File: config.mk
export PLATFORM = sky130hd
export DESIGN_NAME = pll_synth_word_serial_loader
export DESIGN_NICKNAME = d
export VERILOG_FILES = /design/src/rtl/psl_pkg.sv /design/src/rtl/pll_synth_word_serial_loader.sv
export SDC_FILE = /design/constraint.sdc
export NUM_CORES = 1
export LEC_CHECK = 0
export BUFFER_PORTS_ARGS = -buffer_cell sky130_fd_sc_hd__buf_2
export CAP_MARGIN = 20
export CORE_MARGIN = 1.5
export CORE_UTILIZATION = 55
export DETAILED_ROUTE_END_ITERATION = 10
export GPL_TIMING_DRIVEN = 0
export PLACE_DENSITY = 0.78
export SLEW_MARGIN = 15
export SYNTH_ARGS = -nofsm -noshare
export SYNTH_HDL_FRONTEND = slang
export SYNTH_SLANG_ARGS = --single-unit
export TNS_END_PERCENT = 10
File: constraint.sdc
create_clock -name clk -period 6.1 [get_ports clk]
set_clock_uncertainty 0.1 [all_clocks]
set_input_delay 0.61 -clock clk [delete_from_list [all_inputs] [get_ports clk]]
set_output_delay 0.61 -clock clk [all_outputs]
set_load 0.05 [all_outputs]
File: src/rtl/psl_pkg.sv
// Package for the PLL synthesizer word-serial loader.
// Holds the sequence constants, field widths, codes and state types.
// No dependencies.
`timescale 1ns / 1ps

package psl_pkg;

  // Number of clocked data bits in one loading sequence
  localparam int SERIAL_BITS = 28;

  localparam int STEP_W = 7;
  localparam int FREQ_W = 22;
  localparam int DIVR_W = 17;
  localparam int CNT_W  = 5;
  localparam int DIV_STEPS = FREQ_W;

  // Index of the "enable low" action; one past it comes the stop action
  localparam logic [STEP_W-1:0] LOOP_END = STEP_W'(5 + 3 * SERIAL_BITS);

  // Pin byte layout
  localparam int PIN_DATA = 0;
  localparam int PIN_CLK  = 1;
  localparam int PIN_EN   = 2;

  typedef enum logic [1:0] {
    ACT_NONE  = 2'd0,
    ACT_START = 2'd1,
    ACT_WRITE = 2'd2,
    ACT_STOP  = 2'd3
  } action_t;

  typedef enum logic {
    KIND_LOAD = 1'b0,
    KIND_TICK = 1'b1
  } kind_t;

  typedef enum logic [1:0] {
    REG_COMP_STEP = 2'd0,
    REG_PRESCALER = 2'd1,
    REG_REF_OSC   = 2'd2,
    REG_EXP_ADDR  = 2'd3
  } reg_idx_t;

  typedef enum logic [1:0] {
    ST_IDLE = 2'd0,
    ST_DIV  = 2'd1,
    ST_RESP = 2'd2
  } state_t;

  // Which quotient the shared divider is working on
  typedef enum logic [1:0] {
    DV_N = 2'd0,
    DV_M = 2'd1,
    DV_R = 2'd2
  } div_phase_t;

  // Clock-phase position inside one data bit round
  typedef enum logic [1:0] {
    PH_CLK_UP   = 2'd0,
    PH_DATA     = 2'd1,
    PH_CLK_DOWN = 2'd2
  } bit_phase_t;

endpackage

File: src/rtl/pll_synth_word_serial_loader.sv
// Top level of the PLL synthesizer word-serial loader.
// Timing: a tick transaction is answered in the output register in the cycle after it is
// accepted; a load taken while no sequence is active runs the shared divider three times.
// Throughput: one item at a time; a new item is taken only once the last result is accepted,
// and a load is paced by the single restoring divider that resolves one quotient bit per cycle.
// Reset: synchronous, active low; clears the sequencer, the loader state and the registers.
`timescale 1ns / 1ps

module pll_synth_word_serial_loader
  import psl_pkg::*;
(
  input  logic        clk,
  input  logic        rst_n,
  // Input stream
  input  logic        in_tvalid,
  output logic        in_tready,
  input  logic [23:0] in_tdata,   // [21:0] frequency_khz, [23:22] zero
  input  logic        in_tuser,   // [0] kind
  // Result stream
  output logic        out_tvalid,
  input  logic        out_tready,
  output logic [15:0] out_tdata,  // [7:0] byte_value, [8] busy_res, [9] range_error
  output logic [1:0]  out_tuser,  // [1:0] action
  output logic        out_tlast,  // last
  // Configuration port
  input  logic        psel,
  input  logic        penable,
  input  logic        pwrite,
  input  logic [3:0]  paddr,
  input  logic [31:0] pwdata,
  output logic [31:0] prdata,
  output logic        pready
);

  // ---------------------------------------------------------------------
  // Configuration registers
  // ---------------------------------------------------------------------
  logic [15:0] comp_step_r;
  logic [6:0]  prescaler_r;
  logic [21:0] ref_osc_r;
  logic [7:0]  exp_addr_r;

  logic       cfg_wr;
  reg_idx_t   cfg_idx;

  assign pready  = 1'b1;
  assign cfg_wr  = psel & penable & pwrite;
  assign cfg_idx = reg_idx_t'(paddr[3:2]);

  always_ff @(posedge clk) begin
    if (!rst_n) begin
      comp_step_r <= 16'd10;
      prescaler_r <= 7'd64;
      ref_osc_r   <= 22'd10000;
      exp_addr_r  <= 8'd64;
    end else if (cfg_wr) begin
      unique case (cfg_idx)
        REG_COMP_STEP: comp_step_r <= pwdata[15:0];
        REG_PRESCALER: prescaler_r <= pwdata[6:0];
        REG_REF_OSC:   ref_osc_r   <= pwdata[21:0];
        REG_EXP_ADDR:  exp_addr_r  <= pwdata[7:0];
      endcase
    end
  end

  always_comb begin
    unique case (cfg_idx)
      REG_COMP_STEP: prdata = {16'd0, comp_step_r};
      REG_PRESCALER: prdata = {25'd0, prescaler_r};
      REG_REF_OSC:   prdata = {10'd0, ref_osc_r};
      REG_EXP_ADDR:  prdata = {24'd0, exp_addr_r};
    endcase
  end

  // ---------------------------------------------------------------------
  // Sequencer
  // ---------------------------------------------------------------------
  state_t state_r, state_nxt;

  logic  in_acc;
  kind_t in_kind;
  logic  active_r, active_nxt;
  logic  div_done;

  div_phase_t dph_r, dph_nxt;
  logic [CNT_W-1:0] cnt_r, cnt_nxt;

  assign in_acc  = in_tvalid & in_tready;
  assign in_kind = kind_t'(in_tuser);
  // Last quotient bit of the reference divider ends the load
  assign div_done = (cnt_r == CNT_W'(DIV_STEPS - 1)) && (dph_r == DV_R);

  always_comb begin
    state_nxt = state_r;
    unique case (state_r)
      ST_IDLE: begin
        if (in_acc) begin
          if (in_kind == KIND_LOAD && !active_r) state_nxt = ST_DIV;
          else                                   state_nxt = ST_RESP;
        end
      end
      ST_DIV: begin
        if (div_done) state_nxt = ST_RESP;
      end
      ST_RESP: begin
        if (out_tready) state_nxt = ST_IDLE;
      end
      default: state_nxt = ST_IDLE;
    endcase
  end

  always_comb begin
    in_tready  = (state_r == ST_IDLE);
    out_tvalid = (state_r == ST_RESP);
  end

  // ---------------------------------------------------------------------
  // Shared restoring divider: one quotient bit per cycle. The dividend
  // shifts out of the top of q_r while quotient bits enter at the bottom.
  // A zero divisor always passes the trial subtraction, so the quotient comes out all ones and
  // the remainder equals the dividend.
  // ---------------------------------------------------------------------
  logic [FREQ_W-1:0] q_r, q_nxt;
  logic [FREQ_W-1:0] rem_r, rem_nxt;
  logic [DIVR_W-1:0] divisor;
  logic [FREQ_W:0]   trial;
  logic [FREQ_W:0]   trial_sub;
  logic              qbit;
  logic [FREQ_W-1:0] step_q;
  logic [FREQ_W-1:0] step_rem;

  always_comb begin
    unique case (dph_r)
      DV_N:    divisor = {1'b0, comp_step_r};
      DV_M:    divisor = {10'd0, prescaler_r};
      DV_R:    divisor = {comp_step_r, 1'b0};
      default: divisor = {1'b0, comp_step_r};
    endcase
    trial     = {rem_r, q_r[FREQ_W-1]};
    trial_sub = trial - {(FREQ_W + 1 - DIVR_W)'(0), divisor};
    qbit      = (trial >= {(FREQ_W + 1 - DIVR_W)'(0), divisor});
    step_rem  = qbit ? trial_sub[FREQ_W-1:0] : trial[FREQ_W-1:0];
    step_q    = {q_r[FREQ_W-2:0], qbit};
  end

  // ---------------------------------------------------------------------
  // Loader state and result register
  // ---------------------------------------------------------------------
  logic [31:0] shift_r, shift_nxt;
  logic [7:0]  pin_r, pin_nxt;
  logic [STEP_W-1:0] step_r, step_nxt;
  logic        err_r, err_nxt;
  bit_phase_t  bph_r, bph_nxt;

  // Partial results of a load
  logic [6:0]  a_r, a_nxt;
  logic [9:0]  m_r, m_nxt;
  logic        err_am_r, err_am_nxt;

  action_t     out_act_r, out_act_nxt;
  logic [7:0]  out_byte_r, out_byte_nxt;
  logic        out_busy_r, out_busy_nxt;
  logic        out_err_r, out_err_nxt;
  logic        out_last_r, out_last_nxt;

  always_comb begin
    shift_nxt    = shift_r;
    pin_nxt      = pin_r;
    step_nxt     = step_r;
    err_nxt      = err_r;
    bph_nxt      = bph_r;
    active_nxt   = active_r;
    a_nxt        = a_r;
    m_nxt        = m_r;
    err_am_nxt   = err_am_r;
    dph_nxt      = dph_r;
    cnt_nxt      = cnt_r;
    q_nxt        = q_r;
    rem_nxt      = rem_r;
    out_act_nxt  = out_act_r;
    out_byte_nxt = out_byte_r;
    out_busy_nxt = out_busy_r;
    out_err_nxt  = out_err_r;
    out_last_nxt = out_last_r;

    unique case (state_r)
      ST_IDLE: begin
        if (in_acc) begin
          // Default answer: nothing on the bus
          out_act_nxt  = ACT_NONE;
          out_byte_nxt = 8'd0;
          out_last_nxt = 1'b0;
          out_busy_nxt = active_r;
          out_err_nxt  = err_r;
          if (in_kind == KIND_LOAD) begin
            // Start the first division; a load while busy is dropped
            dph_nxt = DV_N;
            cnt_nxt = '0;
            q_nxt   = in_tdata[FREQ_W-1:0];
            rem_nxt = '0;
          end else if (active_r) begin
            out_act_nxt = ACT_WRITE;
            if (step_r == STEP_W'(0)) begin
              out_act_nxt = ACT_START;
            end else if (step_r == STEP_W'(1)) begin
              out_byte_nxt = exp_addr_r;
            end else if (step_r == STEP_W'(2)) begin
              pin_nxt[PIN_DATA] = shift_r[31];
              shift_nxt         = {shift_r[30:0], 1'b0};
              out_byte_nxt      = pin_nxt;
            end else if (step_r == STEP_W'(3)) begin
              pin_nxt[PIN_CLK] = 1'b1;
              out_byte_nxt     = pin_nxt;
            end else if (step_r == STEP_W'(4)) begin
              pin_nxt[PIN_EN] = 1'b1;
              out_byte_nxt    = pin_nxt;
            end else if (step_r < LOOP_END) begin
              unique case (bph_r)
                PH_CLK_UP: begin
                  pin_nxt[PIN_CLK] = 1'b1;
                  bph_nxt          = PH_DATA;
                end
                PH_DATA: begin
                  pin_nxt[PIN_DATA] = shift_r[31];
                  shift_nxt         = {shift_r[30:0], 1'b0};
                  bph_nxt           = PH_CLK_DOWN;
                end
                default: begin
                  pin_nxt[PIN_CLK] = 1'b0;
                  bph_nxt          = PH_CLK_UP;
                end
              endcase
              out_byte_nxt = pin_nxt;
            end else if (step_r == LOOP_END) begin
              pin_nxt[PIN_EN] = 1'b0;
              out_byte_nxt    = pin_nxt;
            end else begin
              out_act_nxt  = ACT_STOP;
              out_last_nxt = 1'b1;
              active_nxt   = 1'b0;
              out_busy_nxt = 1'b0;
            end
            step_nxt = step_r + STEP_W'(1);
          end
        end
      end

      ST_DIV: begin
        q_nxt   = step_q;
        rem_nxt = step_rem;
        cnt_nxt = cnt_r + CNT_W'(1);
        if (cnt_r == CNT_W'(DIV_STEPS - 1)) begin
          cnt_nxt = '0;
          rem_nxt = '0;
          unique case (dph_r)
            DV_N: begin
              // N stays in q_r as the next dividend
              dph_nxt = DV_M;
            end
            DV_M: begin
              a_nxt      = step_rem[6:0];
              m_nxt      = step_q[9:0];
              err_am_nxt = (|step_rem[FREQ_W-1:7]) | (|step_q[FREQ_W-1:10]);
              dph_nxt    = DV_R;
              q_nxt      = ref_osc_r;
            end
            default: begin
              err_nxt      = err_am_r | (|step_q[FREQ_W-1:11]);
              shift_nxt    = {a_r, m_r, step_q[10:0], 4'd0};
              pin_nxt      = 8'd0;
              step_nxt     = '0;
              bph_nxt      = PH_CLK_UP;
              active_nxt   = 1'b1;
              out_act_nxt  = ACT_NONE;
              out_byte_nxt = 8'd0;
              out_busy_nxt = 1'b1;
              out_err_nxt  = err_nxt;
              out_last_nxt = 1'b0;
            end
          endcase
        end
      end

      default: begin
        // Hold the result until the sink takes it
      end
    endcase
  end

  always_ff @(posedge clk) begin
    if (!rst_n) begin
      state_r  <= ST_IDLE;
      active_r <= 1'b0;
      shift_r  <= '0;
      pin_r    <= '0;
      step_r   <= '0;
      err_r    <= 1'b0;
      bph_r    <= PH_CLK_UP;
      dph_r    <= DV_N;
      cnt_r    <= '0;
    end else begin
      state_r  <= state_nxt;
      active_r <= active_nxt;
      shift_r  <= shift_nxt;
      pin_r    <= pin_nxt;
      step_r   <= step_nxt;
      err_r    <= err_nxt;
      bph_r    <= bph_nxt;
      dph_r    <= dph_nxt;
      cnt_r    <= cnt_nxt;
    end
  end

  // Payload registers, no reset needed
  always_ff @(posedge clk) begin
    q_r        <= q_nxt;
    rem_r      <= rem_nxt;
    a_r        <= a_nxt;
    m_r        <= m_nxt;
    err_am_r   <= err_am_nxt;
    out_act_r  <= out_act_nxt;
    out_byte_r <= out_byte_nxt;
    out_busy_r <= out_busy_nxt;
    out_err_r  <= out_err_nxt;
    out_last_r <= out_last_nxt;
  end

  assign out_tdata = {6'd0, out_err_r, out_busy_r, out_byte_r};
  assign out_tuser = out_act_r;
  assign out_tlast = out_last_r;

endmodule

; ---- Word-level counts from Yosys, hierarchy flattened
; Cells that the tools add are included.
[word_totals]
reg_bits = 183
latchBits = 0
ramBits = 0
mem_bits_ro = 0
inputBits = 68
out_inout_bits = 54
word_cells = 235
memories = 0
[op_classes]
addsub = 3
n_mul = 0
div = 0
order_cmp = 2
n_eq_ne = 37
shift = 0
mux = 132
bitwise = 7
reduce_logical = 29
[op_table]
columns = op, n
row1 = $mux 32, 12
row2 = $mux 22, 8
row3 = $pmux 32 s4, 1
row4 = $pmux 22 s2, 2
row5 = $pmux 32 s2, 1
row6 = $mux 8, 7
row7 = $mux 2, 26
row8 = $mux 1, 41
row9 = $reduce_and 12->1, 3
row10 = $mux 7, 5
row11 = $pmux 17 s2, 1
row12 = $mux 3, 11
row13 = $ge 23x17->1, 1
row14 = $reduce_and 11->1, 2
row15 = $sub 22x17->22, 1
row16 = $pmux 2 s2, 5
row17 = $ne 2x2->1 const B, 9
row18 = $pmux 8 s2, 1
row19 = $mux 5, 3
row20 = $ne 3x1->1 const B, 5
row21 = $reduce_or 15->1, 1
row22 = $eq 7x2->1 const B, 2
row23 = $pmux 7 s2, 1
row24 = $ne 3x3->1 const B, 4
row25 = 30 further kinds, 57

; ---- Longest topological paths before layout
; Gate-level depths: netlist (run 1).
[logic_depth]
depth_word = 12
ltp_mapped = 17

; ---- Least setup slack after synthesis (run 1)
; Ideal clock, no wire load.
[synth_path]
kind = flip-flop to flip-flop
from = register dph_r[0]
to = register err_am_r, data pin
setup_time_ns = 0.271
arrival_time_ns = 3.519
required_ns = 5.729
slack_ns = 2.209
stages_incl_launch_ff = 16
path_buffers = 3
synth_period_minus_slack_ns = 3.891
path_cell_list = dfxtp_1 > inv_1 > ha_1 > clkbuf_1 > clkbuf_1 > a31oi_1 > ha_1 > nand3_1 > a211oi_1 > o211ai_1 > o211a_4 > inv_2 > buf_2 > mux2_2 > nor4_1 > nand4b_1
[synth_between]
elab_chain_len = 6
[synth_rtl]
columns = item, line_no
row1 = from (decl), pll_synth_word_serial_loader.sv:85  ; div_phase_t dph_r, dph_nxt;
row2 = from (signal assigned), pll_synth_word_serial_loader.sv:309  ; dph_r <= dph_nxt;
row3 = $eq 2x2->1 / $eq 2x1->1 (equally long branches), pll_synth_word_serial_loader.sv:133  ; unique case (dph_r)
row4 = $pmux 17 s2 (*), pll_synth_word_serial_loader.sv:133
row5 = $sub 22x17->22 / $ge 23x17->1 (equally long branches), "pll_synth_word_serial_loader.sv:140, pll_synth_word_serial_loader.sv:141"
row6 = $mux 22 (*), pll_synth_word_serial_loader.sv:142  ; step_rem = qbit ? trial_sub[FREQ_W-1:0] : trial[FREQ_W-1:0];
row7 = $reduce_or 15->1 (*), pll_synth_word_serial_loader.sv:263  ; err_am_nxt = (|step_rem[FREQ_W-1:7]) | (|step_q[FREQ_W-1:10]);
row8 = $or 1x1->1 (*), pll_synth_word_serial_loader.sv:263
row9 = to (signal assigned), pll_synth_word_serial_loader.sv:320  ; err_am_r <= err_am_nxt;
row10 = to (decl), pll_synth_word_serial_loader.sv:158  ; logic err_am_r, err_am_nxt;
; Mark *: on every way between the ends. The rest lies on a longest branch, timed or not.
; A chain may end at the register's enable or synchronous reset.

; ---- Worst setup path in the final report (run 1)
; Same ends and word-level chain as after synthesis.

==> results.txt, run 1 <==
worst skew pair latency -> 440 ps
clock period minus worst slack -> 4910 ps
hold_ws -> 315 ps
n_diodes -> 0
largest net degree at the start of global routing -> 23
CP max-delay cell -> ha_1
DR iter-0 viols -> 886
CP Class -> flip-flop to flip-flop
WHS Path Cells -> 3
Syn Inst Count -> 1073
HPWL after detailed placement -> 19.7 mm
first-pass detailed-route iteration total -> 6
post-DR wirelength/cell -> 18.5 µm
fin nets -> 1295
reg2reg path depth -> 15
Num CTS Buffers -> 17
layout cells sized above 1 -> 15.2%
initial antenna violation count -> 0
I/O Pins -> 122
Final Setup Violations -> 0
Least-Margin Pin Slew -> 867 ps
fmax -> 0.204 GHz
PostCTS Resize Cnt -> 0
die extent in y -> 136 µm
hold violation count in the final report -> 0
CP cell instances -> inv_1, ha_1, clkbuf_1, clkbuf_1, a31oi_1, ha_1, nand3_1, o2bb2ai_1, a21boi_2, o211a_4, inv_2, buf_2, mux2_2, nor4_1, nand4b_1
CTS tree -> done
Die Wd -> 136 µm
final WL -> 26.6 mm
CP Launch Type -> flip-flop
#FFs+latches synth -> 179
Fill cells -> 1424
antenna viol nets, final -> 0
Via Count -> 8424
FF-to-FF Start -> dph_r[0]$_SDFFE_PN0P_
Core Util, Final -> 64.6%
Seq/Total Area, Yosys -> 44.3%
ys flop type -> dfxtp_1
Worst path max stage delay -> 440 ps
number of synthesized flops with an enable pin -> 75
yosys warns -> 0
crit path max fanout -> 10
core area -> 17400 µm²
setup_tns -> 0 ps
cell area after layout -> 11200 µm²
Tcrit/Tclk final -> 80.5%
Max VDD drop -> 214 µV
gr ovfl total -> 0
most frequent cells in the layout -> nand2_1, dfxtp_1, buf_2
CP required -> 6170 ps
most common library cell in the layout ignoring fill and taps -> nand2_1
PD cells -> 265 nW/µm²
GRT Util Overall -> 29.2%
DRC -> 0
Slew Viols, Final -> 0
Port Buffers -> 89
Slew headroom -> 42.0%
via/cell ratio -> 5.86
GPL Wtd Cong -> 0.904
maximum clock path buffer count -> 2
Die ar. -> 18600 µm²
Pleak -> 4.84 nW
Hold Startpoint -> pwdata[18]
Syn-to-layout area delta -> 14.7%
crit path from -> dph_r[0]$_SDFFE_PN0P_
Critical Path AT -> 4990 ps
status -> complete, no violations
first-pass GRT wire length -> 40.9 mm
instance area at placement -> 10600 µm²
Post-Synthesis Cell Area -> 9780 µm²
critical path capture point type -> flip-flop
setup bufs post-CTS -> 0
clock transition at the registers of the reported paths -> 70 ps
# rows -> 48
worst hold path class -> input port to flip-flop
R2R setup slack -> 1190 ps
initial core utilization -> 56.4%
RSZ-0062 raised after global routing -> false
Cell variety after synth -> 74
htree depth -> 4
clk root buf -> clkbuf_16
Hold Buf Count CTS -> 0
syn_area_per_cell -> 9.12 µm²
vias in the first global route -> 7751
max-cap violations -> 0
clock sinks -> 179
fraction of registers with async set/reset -> 0%
## per-stage QoR
step,instances,power (mW),setup slack (ps)
final,1437,2.97,1190
after global routing,1437,3.07,877
after CTS,1437,2.96,1300
after detailed placement,1405,1.89,1340
after global placement,1402,1.87,727
after floorplan,1088,1.75,2210
## cell usage after synthesis (3+ instances only)
cell type | number | area, µm²
a211oi_1 | 5 | 37.5
a21boi_0 | 36 | 270
a21o_1 | 5 | 37.5
a21oi_1 | 35 | 175
a22oi_1 | 6 | 45.0
a31oi_1 | 9 | 56.3
and2_1 | 18 | 113
and3_1 | 13 | 81.3
buf_1 | 3 | 11.3
buf_2 | 13 | 65.1
buf_4 | 21 | 158
clkbuf_1 | 48 | 180
dfxtp_1 | 104 | 2080
edfxtp_1 | 75 | 2250
ha_1 | 27 | 338
inv_1 | 18 | 67.6
mux2_2 | 3 | 33.8
mux2i_1 | 52 | 521
mux4_2 | 7 | 158
nand2_1 | 213 | 800
nand2b_1 | 8 | 50.1
nand3_1 | 53 | 265
nand4_1 | 10 | 62.6
nand4b_1 | 4 | 35.0
nor2_1 | 63 | 236
nor2b_1 | 35 | 219
nor3_1 | 10 | 50.1
nor4_1 | 8 | 50.1
nor4b_1 | 3 | 26.3
o211a_1 | 27 | 270
o211ai_1 | 5 | 37.5
o21ai_0 | 51 | 255
o21ai_1 | 6 | 30.0
o311a_1 | 3 | 30.0
or3_1 | 5 | 31.3
or4_1 | 4 | 30.0
xnor2_1 | 6 | 52.6
xor2_1 | 17 | 149
## cells by family after synthesis
group	after synthesis	share of synthesized area (%)
DFF	179	44.3
and+or+nand+nor	455	21.8
other	2	0.0768
xor gates and xnor gates	23	2.06
muxes	62	7.28
AOI/OAI and AO/OA	219	15.8
buffers and inverters	105	5.08
adders and majority gates	28	3.66
## registers in the layout, indices dropped and copies added, names as in the netlist, 2 cells and up
register and cells:
ref_osc_r 22, prescaler_r 7, out_tuser 2, out_byte_r 8, a_r 7, dph_r 2, step_r 7, exp_addr_r 8
bph_r 2, cnt_r 5, state_r 2, pin_r 3, rem_r 22, q_r 22, m_r 10, comp_step_r 16
shift_r 28
## worst max-delay path, delay by kind of cell, from the launching register on
| kind | cells | cell delay (ps) |
|---|---|---|
| AOI/OAI and AO/OA | 4 | 1010 |
| adders and majority gates | 2 | 880 |
| DFF | 1 | 400 |
| muxes | 1 | 400 |
| buffers and inverters | 5 | 1230 |
| and+or+nand+nor | 3 | 620 |
## where the power goes
part           internal, mW  switching (mW)
Clock                 0.578           0.516
Sequential             1.32          0.0412
Combinational         0.182           0.336
## final cells by class
cell class              count  area (µm²)  area share (%)
well taps                 225         282            2.51
flip-flops and latches    179        4330            38.6
inverters                  19        71.3           0.636
plain buffers              86         425            3.79
multi-input cells         804        5020            44.7
clock buffers              19         433            3.86
repair buffers             92         512            4.56
clock inverters            13         143            1.27
## per-layer routing
metal	vias up	share of wire, %	global-route usage (%)
li1	4019	-	-
met1	3982	44	39.1
met2	364	45	45.3
met3	59	7.4	5.70
met4	0	4.2	14.0
met5	-	0	0
## final timing paths
kind,end
worst min register to register,shift_r[4]$_SDFFE_PN0P_
worst min-delay path,ref_osc_r[18]$_SDFFE_PN0P_
worst max-delay path,err_am_r$_DFFE_PP_
worst max register to register,err_am_r$_DFFE_PP_
(Power assumes the default switching activity.)
==> run 2, diff against run 1 <==
==> constraint.sdc (replaced) <==
create_clock -name clk -period 5 [get_ports clk]
set_clock_uncertainty 0.1 [all_clocks]
set_input_delay 0.5 -clock clk [delete_from_list [all_inputs] [get_ports clk]]
set_output_delay 0.5 -clock clk [all_outputs]
set_load 0.05 [all_outputs]
==> results.txt, run 2 (synthesized netlist as in run 1, its figures left out) <==
post-DR wirelength/cell -> 18.4 µm (-0.22%)
status -> complete, no violations
# rows -> 48 (unchanged)
setup bufs post-CTS -> 0 (unchanged)
WHS Endpoint -> ref_osc_r[13]$_SDFFE_PN1P_
I/O Pins -> 122 (unchanged)
PD cells -> 323 nW/µm² (+22%)
Slew Viols, Final -> 0 (unchanged)
CP Class -> flip-flop to flip-flop
layout cells sized above 1 -> 15.4% (+0.18 points)
Hold Buf Count CTS -> 0 (unchanged)
critical path capture point type -> flip-flop
Slew headroom -> 42.6% (+0.57 points)
gr ovfl total -> 0 (unchanged)
DR iter-0 viols -> 832 (-6.1%)
clock period minus worst slack -> 4590 ps (-322 ps)
max FFs per register -> 28 (unchanged)
Core Util, Final -> 64.6% (about the same)
Syn-to-layout area delta -> 14.7% (about the same)
DRC -> 0 (unchanged)
Fill cells -> 1420 (-0.28%)
Max VDD drop -> 263 µV (+23%)
htree depth -> 4 (unchanged)
non-filler cells, final -> 1436 (-0.070%)
Top reg by flops -> shift_r
vias in the first global route -> 7751 (unchanged)
core area -> 17400 µm² (unchanged)
Reg2Reg Capture Point -> err_am_r$_DFFE_PP_
most frequent cells in the layout -> nand2_1, dfxtp_1, buf_2
clock sinks -> 179 (unchanged)
worst skew pair latency -> 450 ps (about the same)
cell area after layout -> 11200 µm² (about the same)
first-pass detailed-route iteration total -> 5 (-1)
reg2reg path depth -> 13 (-2)
Hold Startpoint -> pwdata[13]
Die ar. -> 18600 µm² (unchanged)
setup_tns -> 0 ps (unchanged)
WHS Path Cells -> 3 (unchanged)
Worst Slack Setup Final -> 410 ps (-778 ps)
RSZ-0062 raised after global routing -> false
maximum clock path buffer count -> 2 (unchanged)
R2R setup slack -> 410 ps (-780 ps)
via/cell ratio -> 5.91 (+0.88%)
GRT Util Overall -> 29.2% (unchanged)
Via Count -> 8492 (+0.81%)
FF-to-FF Start -> dph_r[0]$_SDFFE_PN0P_
antenna viol nets, final -> 0 (unchanged)
clk root buf -> clkbuf_16
n_diodes -> 0 (unchanged)
Post-Place Setup Slack -> 238 ps (-1100 ps)
fmax -> 0.218 GHz (+7.0%)
Pleak -> 4.85 nW (about the same)
Final Setup Violations -> 0 (unchanged)
CTS tree -> done
hold violation count in the final report -> 0 (unchanged)
hold_ws -> 197 ps (-117 ps)
Die Wd -> 136 µm (unchanged)
die extent in y -> 136 µm (unchanged)
most common library cell in the layout ignoring fill and taps -> nand2_1
fin nets -> 1294 (-0.077%)
crit path max fanout -> 15 (+5)
crit path from -> dph_r[0]$_SDFFE_PN0P_
first-pass GRT wire length -> 40.9 mm (unchanged)
Least-Margin Pin Slew -> 858 ps (-8.45 ps)
initial antenna violation count -> 0 (unchanged)
initial core utilization -> 56.4% (unchanged)
instance area at placement -> 10600 µm² (unchanged)
Port Buffers -> 89 (unchanged)
Critical Path AT -> 4670 ps (-320 ps)
HPWL after detailed placement -> 19.7 mm (unchanged)
max-cap violations -> 0 (unchanged)
Placed Instances -> 1405 (unchanged)
Total Power -> 3.62 mW (+22%)
CP Launch Type -> flip-flop
CP required -> 5080 ps (-1090 ps)
Tcrit/Tclk final -> 91.8% (+11 points)
final WL -> 26.5 mm (-0.29%)
PostCTS Resize Cnt -> 0 (unchanged)
worst hold path class -> input port to flip-flop
GPL Wtd Cong -> 0.904 (unchanged)
clock transition at the registers of the reported paths -> 70 ps (about the same)
largest net degree at the start of global routing -> 23 (unchanged)
Num CTS Buffers -> 17 (unchanged)
[run 2: cell types whose count changed in the layout (fill, tap and decap cells not counted)]
cell | previous run | this run
a211oi_1 | 5 | 4
clkbuf_1 | 50 | 48
clkbuf_2 | 0 | 1
a211oi_2 | 1 | 2
[run 2: worst max-delay path by stage]
stage	end	depth (start not counted)
6_report	err_am_r$_DFFE_PP_	13
5_1_grt	err_am_r$_DFFE_PP_	13
4_1_cts	err_am_r$_DFFE_PP_	15
3_5_place_dp	err_am_r$_DFFE_PP_	15
3_3_place_gp	dph_r[0]$_SDFFE_PN0P_	8
2_1_floorplan	err_am_r$_DFFE_PP_	15
[run 2: area by class of cell]
type | count | area (µm²) | share of cell area, %
Buffer | 85 | 423 | 3.77
Clock buffer | 19 | 433 | 3.86
Clock inverter | 13 | 143 | 1.27
Inverter | 19 | 71.3 | 0.636
Multi-Input combinational cell | 804 | 5020 | 44.8
Sequential cell | 179 | 4330 | 38.6
Tap cell | 225 | 282 | 2.51
Timing Repair Buffer | 92 | 512 | 4.56
[run 2: worst max-delay path: stages (launching register included)]
cell and delay (ps):
dfxtp_1 400, inv_1 90, ha_1 610, clkbuf_1 400, o21ai_0 200, ha_1 380, nor2b_1 190, o31a_1 270
o41ai_2 420, nand2_1 220, a311oi_2 470, mux2i_1 280, a41o_1 190, nand4b_1 120
[run 2: layer usage]
layer  GRT usage [%]  routed length (µm)
met1            39.1               11300
met2            45.3               11900
met3            5.70                2200
met4            14.0                1130
met5               0                   0
[run 2: report_power, final]
group          total [mW]  internal, mW  switching [mW]
Combinational       0.632         0.223           0.410
Sequential           1.66          1.61          0.0502
Clock                1.33         0.705           0.628
==> run 3, diff against run 2 <==
--- a/config.mk
+++ b/config.mk
@@ -5,6 +5,7 @@
 export SDC_FILE = /design/constraint.sdc
 export NUM_CORES = 1
 export LEC_CHECK = 0
+export ABC_AREA = 1
 export BUFFER_PORTS_ARGS = -buffer_cell sky130_fd_sc_hd__buf_2
 export CAP_MARGIN = 20
 export CORE_MARGIN = 1.5
==> results.txt, run 3 <==
Reg2Reg Capture Point -> err_am_r$_DFFE_PP_
Post-synth top cells -> nand2_1, nor2_1, inv_1
I/O Pins -> 122 (unchanged)
NetSw -> 3.20 mW (+190%)
reg2reg path depth -> 19 (+6)
core area -> 17800 µm² (+2.8%)
P_int -> 3.81 mW (+50%)
Cell variety after synth -> 51 (-31%)
clock sinks -> 179 (unchanged)
Seq pwr share -> 31.7% (-14 points)
RSZ-0062 raised after global routing -> false
maximum clock path buffer count -> 2 (unchanged)
Die ar. -> 18900 µm² (+1.8%)
HPWL after detailed placement -> 21.6 mm (+9.4%)
most common library cell in the layout ignoring fill and taps -> nand2_1
syn_area_per_cell -> 7.28 µm² (-20%)
Seq/Total Area, Yosys -> 43.5% (-0.78 points)
Final Setup Violations -> 0 (unchanged)
GRT Util Overall -> 30.6% (+1.4 points)
max-cap violations -> 0 (unchanged)
Sw Ratio -> 45.7% (+16 points)
Top reg by flops -> shift_r
fraction of registers with async set/reset -> 0% (unchanged)
Slew Viols, Final -> 0 (unchanged)
Post-Synthesis Cell Area -> 9960 µm² (+1.8%)
post-DR wirelength/cell -> 16.3 µm (-12%)
first-pass GRT wire length -> 44.0 mm (+7.6%)
Hold Startpoint -> pwdata[15]
clock period minus worst slack -> 4120 ps (-470 ps)
CP required -> 5090 ps (about the same)
fmax -> 0.243 GHz (+11%)
htree depth -> 4 (unchanged)
CTS tree -> done
GPL Wtd Cong -> 0.968 (+7.1%)
Pleak -> 5.14 nW (+6.1%)
via/cell ratio -> 5.53 (-6.5%)
largest net degree at the start of global routing -> 23 (unchanged)
Critical Path AT -> 4210 ps (-460 ps)
Max VDD drop -> 435 µV (+66%)
Die Wd -> 138 µm (+0.87%)
vias in the first global route -> 8609 (+11%)
Worst Slack Setup Final -> 880 ps (+470 ps)
count leader, synth -> nand2_1
Least-Margin Pin Slew -> 937 ps (+78.2 ps)
first-pass detailed-route iteration total -> 6 (+1)
setup bufs post-CTS -> 0 (unchanged)
max FFs per register -> 28 (unchanged)
# rows -> 49 (+2.1%)
worst hold path class -> input port to flip-flop
Slew headroom -> 37.0% (-5.6 points)
Synth area leader -> edfxtp_1
initial antenna violation count -> 0 (unchanged)
gr ovfl total -> 0 (unchanged)
CP Class -> flip-flop to flip-flop
initial core utilization -> 55.8% (-0.55 points)
clock transition at the registers of the reported paths -> 70 ps (about the same)
Clock power frac -> 18.8% (-18 points)
most frequent cells in the layout -> nand2_1, nor2_1, inv_1
Num CTS Buffers -> 17 (unchanged)
top cell type's share of synthesized area -> 22.6% (-0.41 points)
Port Buffers -> 90 (+1.1%)
worst skew pair latency -> 440 ps (about the same)
Tcrit/Tclk final -> 82.4% (-9.4 points)
final WL -> 28.3 mm (+6.9%)
number of synthesized flops with an enable pin -> 75 (unchanged)
DR iter-0 viols -> 999 (+20%)
#FFs+latches synth -> 179 (unchanged)
Hold Buf Count CTS -> 0 (unchanged)
DRC -> 0 (unchanged)
PD cells -> 615 nW/µm² (+90%)
antenna viol nets, final -> 0 (unchanged)
hold violation count in the final report -> 0 (unchanged)
Syn Inst Count -> 1368 (+27%)
PostCTS Resize Cnt -> 0 (unchanged)
clk root buf -> clkbuf_16
Via Count -> 9600 (+13%)
R2R setup slack -> 880 ps (+470 ps)
yosys warns -> 0 (unchanged)
die extent in y -> 138 µm (+0.87%)
power share of the combinational group -> 49.4% (+32 points)
status -> complete, no violations
n_diodes -> 0 (unchanged)
ys flop type -> dfxtp_1
Syn-to-layout area delta -> 14.6%
fin nets -> 1591 (+23%)
WHS Path Cells -> 3 (unchanged)
Post-Place Setup Slack -> 988 ps (+750 ps)
WHS Endpoint -> comp_step_r[15]$_SDFFE_PN0P_
synth top area cells -> edfxtp_1, dfxtp_1, nand2_1, nor2_1, o21ai_0
layout cells sized above 1 -> 12.3% (-3.0 points)
crit path max fanout -> 10 (-5)
setup_tns -> 0 ps (unchanged)
CP Launch Type -> flip-flop
critical path capture point type -> flip-flop
FF-to-FF Start -> dph_r[0]$_SDFFE_PN0P_
[run 3: logic make-up (layout without fill, tap and decap cells)]
group / count (synthesis) / in the layout / synth area share (%)
and+or+nand+nor: 697 / 697 / 28.9
xor gates and xnor gates: 10 / 10 / 0.880
adders and majority gates: 28 / 28 / 3.59
other: 2 / 17 / 0.0754
DFF: 179 / 179 / 43.5
buffers and inverters: 205 / 330 / 8.81
AOI/OAI and AO/OA: 247 / 247 / 14.2
[run 3: layout make-up]
class / count / area (µm²)
well taps: 229 / 287
fillers: 1628 / 6440
clock inverters: 9 / 67.6
inverters: 137 / 514
multi-input cells: 999 / 4810
flip-flops and latches: 179 / 4330
plain buffers: 68 / 363
clock buffers: 23 / 512
repair buffers: 93 / 517
[run 3: worst max-delay path by stage]
stage                           from                     end  slack [ps]
2_1_floorplan  dph_r[0]$_SDFFE_PN0P_      err_am_r$_DFFE_PP_        1720
3_3_place_gp                in_tuser   dph_r[1]$_SDFFE_PN0P_         800
3_5_place_dp   dph_r[0]$_SDFFE_PN0P_  rem_r[6]$_SDFFCE_PN0P_         990
4_1_cts        dph_r[0]$_SDFFE_PN0P_      err_am_r$_DFFE_PP_         980
5_1_grt        dph_r[0]$_SDFFE_PN0P_  rem_r[6]$_SDFFCE_PN0P_         630
6_report       dph_r[0]$_SDFFE_PN0P_      err_am_r$_DFFE_PP_         880
[run 3: layer usage]
metal  global-route usage, %  up-vias  routed length (µm)
li1                        -     4709                   -
met1                    43.1     4388               12300
met2                    47.4      439               12700
met3                    4.97       64                2460
met4                    11.3        0                 860
met5                       0        -                   0
[run 3: power by group through the flow]
stage	Clock (mW)	Combinational, mW	Sequential, mW
finish	1.32	3.47	2.22
global route	1.38	3.88	2.27
CTS	1.32	3.43	2.22
detailed placement	0	3.41	2.25
global placement	0	3.26	2.25
floorplan	0	2.38	2.36
[run 3: through the flow]
| stage | std cells | total power, mW | cell area [µm²] | util, % | hold slack [ps] |
|---|---|---|---|---|---|
| after detailed placement | 1705 | 5.65 | 10800 | 60.7 | 339 |
| after global placement | 1702 | 5.51 | 10700 | 60.2 | 343 |
| after CTS | 1737 | 6.97 | 11400 | 63.9 | 199 |
| final | 1737 | 7.01 | 11400 | 63.9 | 199 |
| after global routing | 1737 | 7.53 | 11400 | 63.9 | 216 |
| after floorplan | 1383 | 4.74 | 10000 | - | 327 |
[run 3: critical path, cell delays in order, from the launching register on]
cell     delay [ps]
dfxtp_1         390
inv_1            80
ha_1            360
nand2_1          70
inv_1           150
buf_1           390
a22oi_1         140
ha_1            410
nand2_1         140
nor2_1          250
nand2_1         140
nor2_1          130
nand2_1          70
nand4_2         180
buf_2           260
nand3_1         130
nand2_1         110
nand2_1          50
nor2_1          190
nand3_1         110
